==> src/hdl/vwtr_width_mem.sv <==
// Glyph width table: one write port, one registered read port.
// Depends on nothing; instantiated by variable_width_text_renderer.
module vwtr_width_mem #(
  parameter int DEPTH = 96,
  parameter int AW    = 7
) (
  input  logic          clk_i,
  input  logic          wr_en_i,
  input  logic [AW-1:0] wr_addr_i,
  input  logic [5:0]    wr_data_i,
  input  logic          rd_en_i,
  input  logic [AW-1:0] rd_addr_i,
  output logic [5:0]    rd_data_o
);

  logic [5:0] mem [DEPTH];
  logic [5:0] rdata_q;

  always_ff @(posedge clk_i) begin
    if (wr_en_i) begin
      mem[wr_addr_i] <= wr_data_i;
    end
    if (rd_en_i) begin
      rdata_q <= mem[rd_addr_i];
    end
  end

  assign rd_data_o = rdata_q;

endmodule

==> config.mk <==
export PLATFORM = sky130hd
export DESIGN_NAME = vwtr_width_mem
export DESIGN_NICKNAME = d
export VERILOG_FILES = /design/src/hdl/vwtr_width_mem.sv
export SDC_FILE = /design/constraint.sdc
export NUM_CORES = 1
export LEC_CHECK = 0
export BUFFER_PORTS_ARGS = -buffer_cell sky130_fd_sc_hd__buf_4
export CAP_MARGIN = 20
export CORE_MARGIN = 4
export CORE_UTILIZATION = 40
export CTS_CLUSTER_DIAMETER = 80
export CTS_CLUSTER_SIZE = 24
export DETAILED_ROUTE_END_ITERATION = 6
export HOLD_SLACK_MARGIN = 0.08
export MAX_ROUTING_LAYER = met4
export PLACE_DENSITY = 0.55
export SKIP_LAST_GASP = 1
export SYNTH_ARGS = -nofsm -noshare
export SYNTH_HDL_FRONTEND = slang
export SYNTH_SLANG_ARGS = --single-unit
==> constraint.sdc <==
create_clock -name clk_i -period 5.2 [get_ports clk_i]
set_clock_uncertainty 0.05 [all_clocks]
set_input_delay 1.04 -clock clk_i [delete_from_list [all_inputs] [get_ports clk_i]]
set_output_delay 1.04 -clock clk_i [all_outputs]
set_load 0.005 [all_outputs]
==> flow_metrics.tcl <==
set metrics [dict create \
    die_width_um 247 \
    cp_common_cell "mux4_2" \
    worstSkewPairLatency_ns 0.61 \
    period_share_pct 65.9 \
    r2r_end "rd_data_o[5]" \
    rsz0062_at_grt "no" \
    antenna_cells 0 \
    place_area_sq_um 23900 \
    tightest_slew_ns 1.09 \
    start_kind "input port" \
    grt_max_degree 97 \
    ir_drop_uv 268 \
    seqCellArea_sq_um 17500 \
    hold_depth 1 \
    r2r-start "mem[47][5]" \
    numCtsBuffers 30 \
    clkTransAtPathRegs_ns 0.09 \
    cts-root-buf "clkbuf_16" \
    place.gp.congestion 0.805 \
    postCtsHoldBufs 0 \
    startpoint "rd_addr_i[0]" \
    gr-total-overflow 0 \
    cts_buffer_depth 3 \
    layout_commonest_cell "edfxtp_1" \
    syn_to_final_growth_pct 8.51 \
    maxCapViolCount 0 \
    placed_cells 1825 \
    synthFlopType "edfxtp_1" \
    finalSetupTns_ns 0 \
    slowest_delay_ns 0.58 \
    relSlewSlack_pct 27.4 \
    final_cell_mix "582 x edfxtp_1, 147 x mux4_2, 97 x nor2_1" \
    setup_viol 0 \
    cp.required_ns 5.47 \
    avgSynthCellArea_sq_um 21.1 \
    status "finished clean" \
    stdcell_count 1874 \
    ctsResizeCount 0 \
    syn_area_sq_um 22800 \
    worst_hold_slack_ns 0.675 \
    track_usage_pct 17.7 \
    ant_nets 0 \
    multiInputGateArea_sq_um 5040 \
    crit_end "rd_data_o[5]" \
    power_density_nw_per_um2 334 \
    chipHeight_um 247 \
    finalMaxSlewViolations 0 \
    p_leak_nw 7.45 \
    yosysWarnings 0 \
    vias 10600 \
    cp_cell_sequence "buf_8 > buf_12 > mux4_2 > mux4_2 > a211oi_1 > nand3_1" \
    die-area_sq_um 61000 \
    antenna_found_initial 0 \
    dp_hpwl_um 32000 \
    crit_fanout 42 \
    hold_viol_final 0 \
    hold_path_class "input port to flop" \
    cts_tree "built" \
    slowest_stage "a211oi_1" \
    fillers 4761 \
    endpoint_kind "flop" \
    post_cts_buffers 0 \
    row_count 87 \
    drt-wirelength-per-cell_um 27.9 \
    r2r_setup_slack_ns 2.61 \
    initial_utilization_pct 40.4 \
    synth.distinct_cells 39 \
    min_period_ns 3.42 \
    cp_data_arrival_time_ns 3.70 \
    final_nets 1126 \
    synth-edff-count 582 \
    grt_pass1_vias 10900 \
    finalPower_mw 8.29 \
    stdcell_area_sq_um 24800 \
    core-area_sq_um 56500 \
    syn-num-nets 1105 \
    drt-initial-drc-count 1018 \
    cts_sinks 582 \
    via_per_inst 5.68 \
    rr_worst_depth 5 \
    drc_errors 0 \
    grt_pass1_wl_um 76800 \
    max_clock_freq_mhz 292 \
    ys_seq_area_share_pct 76.5 \
    synth-seq-cells 582 \
    htreeDepth 1 \
    dr.pass1.iters 5 \
    io_pins 29 \
    synth_cells 1082 \
    criticalPathCategory "input port to flop" \
    ys_async_sr_fraction_pct 0 \
    drive_gt1_share_pct 21.7 \
    port_buffers 28 \
    drt-total-wl_um 52300 \
]
==> worst min path at each step <==
stage                           from            to
after floorplan           mem[16][3]  rd_data_o[3]
after global placement    mem[16][3]  rd_data_o[3]
after detailed placement  mem[16][3]  rd_data_o[3]
after CTS                    rd_en_i  rd_data_o[4]
after global routing         rd_en_i  rd_data_o[5]
final                        rd_en_i  rd_data_o[3]
==> cells in the mapped netlist (2+ instances only) <==
master / number / area, sq um
clkbuf_1: 22 / 82.6
nor3b_1: 3 / 22.5
a21oi_1: 8 / 40.0
o221ai_1: 3 / 26.3
o21ai_0: 3 / 15.0
mux2_2: 8 / 90.1
nand3_1: 24 / 120
edfxtp_1: 582 / 17500
o2111ai_1: 2 / 17.5
mux2i_1: 44 / 440
nand3b_1: 2 / 15.0
a22oi_1: 7 / 52.6
nor2b_1: 15 / 93.8
mux4_2: 147 / 3310
buf_2: 10 / 50.1
a211oi_1: 3 / 22.5
nand2b_1: 5 / 31.3
nor3_1: 13 / 65.1
or3_1: 3 / 18.8
a31oi_1: 2 / 12.5
nor2_1: 97 / 364
o211ai_1: 3 / 22.5
nand4_1: 4 / 25.0
buf_6: 8 / 90.1
nand2_1: 32 / 120
buf_4: 10 / 75.1
buf_1: 6 / 22.5
o22ai_1: 5 / 31.3
==> routing by layer <==
| metal | global-route usage (%) | share of wire, % | vias up |
|---|---|---|---|
| li1 | - | - | 4504 |
| met1 | 25.2 | 44 | 5768 |
| met2 | 27.4 | 48 | 312 |
| met3 | 2.73 | 5.7 | 62 |
| met4 | 3.97 | 2.3 | 0 |
| met5 | - | 0 | - |
==> final cells by class <==
cell class              instances  share of cell area [%]
flip-flops and latches        582                    70.5
well taps                     756                    3.82
clock inverters                12                   0.469
clock buffers                  35                    3.19
repair buffers                 45                    1.66
multi-input cells             444                    20.4
==> worst max-delay path, delay by kind of cell <==
family,cells,cell delay (ns)
compound gates,1,0.58
simple gates,1,0.16
buf+inv,2,0.79
mux,2,1.05
==> state kept, by name (all words and copies together), names as in the netlist <==
register,cells
mem,576
rd_data_o,6
==> logic make-up after synthesis <==
kind of cell | share of synthesized area (%)
buf+inv | 1.40
mux | 16.8
compound gates | 1.34
simple gates | 3.93
flops | 76.5
==> per-stage QoR <==
stage          worst slack (ns)  util, %
6_report                   1.78     43.9
5_1_grt                    1.73     43.9
4_1_cts                    1.86     43.8
3_5_place_dp               1.21     42.2
3_3_place_gp               1.23     42.2
2_1_floorplan              2.25        -
==> power breakdown <==
group	switching, mW	total [mW]	internal, mW	leakage, nW
Combinational	0.295	0.471	0.176	1.77
Sequential	0.00747	5.19	5.18	5.24
Clock	1.48	2.63	1.15	0.442
Total	1.78	8.29	6.51	7.45
(Power assumes the default switching activity.)
