**config.mk**
```make
export PLATFORM = sky130hd
export DESIGN_NAME = vwtr_span_out
export DESIGN_NICKNAME = d
export VERILOG_FILES = /design/src/hdl/vwtr_pkg.sv /design/src/hdl/vwtr_span_out.sv
export SDC_FILE = /design/constraint.sdc
export NUM_CORES = 1
export LEC_CHECK = 0
export ABC_AREA = 1
export BUFFER_PORTS_ARGS = -buffer_cell sky130_fd_sc_hd__clkbuf_2
export CAP_MARGIN = 10
export CORE_MARGIN = 2
export CORE_UTILIZATION = 55
export DETAILED_ROUTE_END_ITERATION = 12
export PLACE_DENSITY_LB_ADDON = 0.25
export SETUP_SLACK_MARGIN = 0.5
export SLEW_MARGIN = 20
export SYNTH_ARGS = -nofsm -noshare
export SYNTH_HDL_FRONTEND = slang
export SYNTH_SLANG_ARGS = --single-unit
```
**constraint.sdc**
```tcl
create_clock -name clk_i -period 6.7 [get_ports clk_i]
set_input_delay 1.34 -clock clk_i [delete_from_list [all_inputs] [get_ports clk_i]]
set_output_delay 1.34 -clock clk_i [all_outputs]
set_load 0.005 [all_outputs]
```
**src/hdl/vwtr_pkg.sv**
```systemverilog
// Shared types and constants for the proportional font glyph blitter.
// No dependencies; imported by every module of the block but vwtr_width_mem.
package vwtr_pkg;

  localparam int PIX_W = 32;     // pixels in one output row span
  localparam int BANKS = 4;      // bitmap banks, one byte lane each
  localparam logic [6:0] CODE_SPACE = 7'h20;
  localparam logic [7:0] WIDTH_SAT = 8'd32;

  typedef enum logic [1:0] {
    MODE_WIDTH  = 2'd0,
    MODE_BITMAP = 2'd1,
    MODE_START  = 2'd2,
    MODE_DRAW   = 2'd3
  } mode_e;

  typedef enum logic [2:0] {
    CFG_FONT_HEIGHT = 3'd0,
    CFG_ROW_BYTES   = 3'd1,
    CFG_SCREEN_W    = 3'd2,
    CFG_SCREEN_H    = 3'd3,
    CFG_BACKGROUND  = 3'd4,
    CFG_KEY         = 3'd5
  } cfg_idx_e;

  // One row read in flight towards the output register
  typedef struct packed {
    logic [12:0]      x;
    logic [12:0]      y;
    logic [5:0]       width;
    logic [PIX_W-1:0] wmask;
    logic [BANKS-1:0] byte_ok;
    logic [1:0]       base_lo;
    logic             opaque;
    logic             last;
  } span_req_t;

endpackage

```
**src/hdl/vwtr_span_out.sv**
```systemverilog
// Row assembly and output register: holds the row whose bank data sits in
// the memory read registers, builds the pixel mask, drives the result port.
// Depends on vwtr_pkg.
module vwtr_span_out
  import vwtr_pkg::*;
(
  input  logic                  clk_i,
  input  logic                  rst_ni,
  input  logic                  req_valid_i,
  input  span_req_t             req_i,
  input  logic [BANKS-1:0][7:0] bank_data_i,
  output logic                  req_free_o,
  output logic                  out_valid_o,
  input  logic                  out_ready_i,
  output logic [12:0]           span_x_o,
  output logic [12:0]           span_y_o,
  output logic [5:0]            span_width_o,
  output logic [PIX_W-1:0]      pixel_mask_o,
  output logic                  opaque_o,
  output logic                  last_row_o
);

  logic             hold_q;
  span_req_t        req_q;
  logic             out_valid_q;
  logic             move;
  logic [PIX_W-1:0] mask_raw;
  logic [PIX_W-1:0] mask;

  // Bank data stays put until the next read, so the held row can wait
  assign move       = hold_q && (!out_valid_q || out_ready_i);
  assign req_free_o = !hold_q || move;

  always_comb begin
    logic [1:0] sel;
    mask_raw = '0;
    for (int b = 0; b < BANKS; b++) begin
      sel = 2'(b) + req_q.base_lo;
      mask_raw[PIX_W-1-8*b -: 8] = bank_data_i[sel] & {8{req_q.byte_ok[b]}};
    end
    mask = mask_raw & req_q.wmask;
  end

  always_ff @(posedge clk_i or negedge rst_ni) begin
    if (!rst_ni) begin
      hold_q      <= 1'b0;
      out_valid_q <= 1'b0;
    end else begin
      if (req_valid_i) begin
        hold_q <= 1'b1;
      end else if (move) begin
        hold_q <= 1'b0;
      end
      if (move) begin
        out_valid_q <= 1'b1;
      end else if (out_ready_i) begin
        out_valid_q <= 1'b0;
      end
    end
  end

  always_ff @(posedge clk_i) begin
    if (req_valid_i) begin
      req_q <= req_i;
    end
    if (move) begin
      span_x_o     <= req_q.x;
      span_y_o     <= req_q.y;
      span_width_o <= req_q.width;
      pixel_mask_o <= mask;
      opaque_o     <= req_q.opaque;
      last_row_o   <= req_q.last;
    end
  end

  assign out_valid_o = out_valid_q;

endmodule

```
==> impl_results.md <==
* CP Launch Point: out_ready_i
* Reg area at 4190 sq um
* Part of the power in registers at 0.504
* Fin. max-slew vios at 0
* Max cap viols at 0
* Fillers at 722
* Drt first pass iters at 5
* Worst R2R Path Depth at 7
* Total negative slack at 0 ns
* Static Leak at between 3 and 4 nW
* Initial antenna violation count at 0
* Status: finished clean
* #FFs+latches synth at 140
* Worst EP arrival at 1.79 ns
* Power Dens Cells at slightly below 300 nW/um^2
* Number of unique standard cell types used by synthesis at 15
* Chip width at roughly 110 um
* CTS clk-pin slew, worst paths at 0.06 ns
* Power Internal at 1.63 mW
* CTS tree: built
* Placed Instances at 802
* Ports at 176
* Final worst-path cycle share at 0.468
* Netlist Area Pre-Place at ~5700 sq um
* Num CTS Buffers at 17
* Vias at 3,894
* Placer Congestion at 0.873
* Reg-to-reg endpoint: pixel_mask_o[0]
* DRC Markers at 0
* Diode count at 0
* Reg2reg setup slack at between 4 and 5 ns
* H-tree level count at 4
* Clk buf depth at 2
* Via density at 4.66
* Maximum vdd drop at 0.000201 V
* Setup Skew at 0.00598 ns
* Initial core utilization at 0.558
* Reg-to-reg critical path startpoint: req_q[2]
* CTS root buf: clkbuf_8
* Average size of a mapped cell at 11.2 sq um
* All-Layer GR Usage at 0.215
* Share of cells above drive strength 1 at 0.305
* CP Launch Type: primary input
* Post-CTS Setup Bufs at 0
* Crit path to: req_free_o
* Min Tclk post-route at 3.13 ns
* Fmax at 319 MHz
* Die ar. at 11,100 sq um
* First-pass GRT wire length at 17,900 um
* YS warnings at 0
* Crit-path max FO at 3
* Hold crit path type: flip-flop to flip-flop
* Endpoints failing setup at 0
* Post-cts resize count at 0
* I/O Buffers at about 180
* Routed len/inst at 13.6 um
* Footprint of the multi-input gates at 1030 sq um
* NetSw at 0.513 mW
* Antenna viol nets, final at 0
* Final std cells w/o fill at 835
* Combinational share of power at 0.094
* Post-Syn Nets at 615
* Syn Inst Count at 507
* Initial DRC count at 211
* CTS Hold Bufs at 0
* Worst Tran Pin Value at 0.907 ns
* Final Net Count at between 700 and 800
* Final hold vios at 0
* Skew-Pair Late Insertion Delay at between 0.5 and 0.6 ns
* Setup crit end kind: primary output
* Drt total wl at ~11,000 um
* Largest net degree at the start of global routing at 74
* CORE AREA at about 10,000 sq um
* DP HPWL at 7840 um
* Max_slew headroom at 0.395
* Area growth syn-to-layout at 26.8%
* Clk pwr share at 0.403
* FP Rows at 37
* Clock sink count at 140
* RSZ-0062 raised after global routing: false
* Congestion Overflow GR at 0
* Vias in the first global route at 4,043
* Crit path kind: primary input to primary output
* Switch share at 0.240
* Crit path required time at 5.36 ns
* Die H at 105 um
* Sequential area share after synthesis at 0.741
-- kinds of logic (layout without fill, tap and decap cells) --
family                 Yosys count  count (layout)  share of synthesized area
and+or+nand+nor                263             263                      0.180
buffers and inverters          103             295                     0.0785
AOI/OAI and AO/OA                1               1                   0.000883
DFF                            140             140                      0.741
-- layer usage --
layer,GRT usage,vias up,share of wire
li1,-,1951,-
met1,0.228,1788,0.37
met2,0.382,142,0.53
met3,0.0823,13,0.083
met4,0.0867,0,0.016
met5,0,-,0
-- registers in the layout, summed over array words and instances, names as in the netlist --
signal,flops
hold_q,1
last_row_o,1
opaque_o,1
out_valid_o,1
pixel_mask_o,32
req_q,72
span_width_o,6
span_x_o,13
span_y_o,13
-- through the flow --
step / hold WS (ns) / utilization / instance area, sq um / setup slack [ns] / total power [mW]
global route: 0.422 / 0.708 / 7180 / 3.53 / 2.22
global placement: 0.400 / 0.652 / 6610 / 3.61 / 1.28
CTS: 0.417 / 0.707 / 7160 / 3.57 / 2.15
finish: 0.412 / 0.708 / 7180 / 3.57 / 2.14
detailed placement: 0.405 / 0.652 / 6610 / 3.57 / 1.29
floorplan: 0.400 / - / 5660 / 1.60 / 1.20
-- power by group through the flow --
stage	Sequential [mW]	Clock, mW	Combinational [mW]
detailed placement	1.10	0	0.197
floorplan	1.09	0	0.106
global placement	1.09	0	0.189
CTS	1.08	0.873	0.199
global route	1.08	0.912	0.228
finish	1.08	0.862	0.200
-- worst max-delay path: stages --
cell,delay [ns]
clkbuf_2,0.08
inv_1,0.11
nand3_1,0.12
clkbuf_2,0.13
-- worst min-delay path by stage --
stage                               to  depth (start not counted)      start
final                         opaque_o                          0   req_q[1]
after global routing          opaque_o                          0   req_q[1]
after CTS                     opaque_o                          0   req_q[1]
after detailed placement      opaque_o                          0   req_q[1]
after global placement    span_y_o[11]                          0  req_q[57]
after floorplan             last_row_o                          0   req_q[0]
-- placed cells by master (no fill, tap or decap), types with 2 or more instances in the layout --
master      count
clkbuf_2      174
inv_1          83
buf_4           3
clkbuf_16      16
clkinvlp_4      4
dfrtp_1         2
nor2_1         64
edfxtp_1      138
nand3_1        17
inv_6           5
nand2_1       180
clkinv_1        2
-- final cells by class --
type / count / area share
tap: 136 / 0.0237
sequential: 140 / 0.584
clock buffer: 17 / 0.0577
timing repair buffer: 178 / 0.127
inverter: 85 / 0.0448
clock inverter: 15 / 0.0190
multi-input combinational: 264 / 0.144
-- Yosys cell counts --
library cell  count  area, sq um
nand2_1         180          676
edfxtp_1        138         4140
inv_1            83          312
nor2_1           64          240
nand3_1          17         85.1
buf_2             5         25.0
buf_6             5         56.3
clkbuf_1          5         18.8
buf_4             3         22.5
dfrtp_1           2         50.1
a21oi_1           1         5.00
inv_2             1         3.75
inv_4             1         6.26
nand2_2           1         6.26
nand2_4           1         11.3
Power figures use the tool's default switching activity.
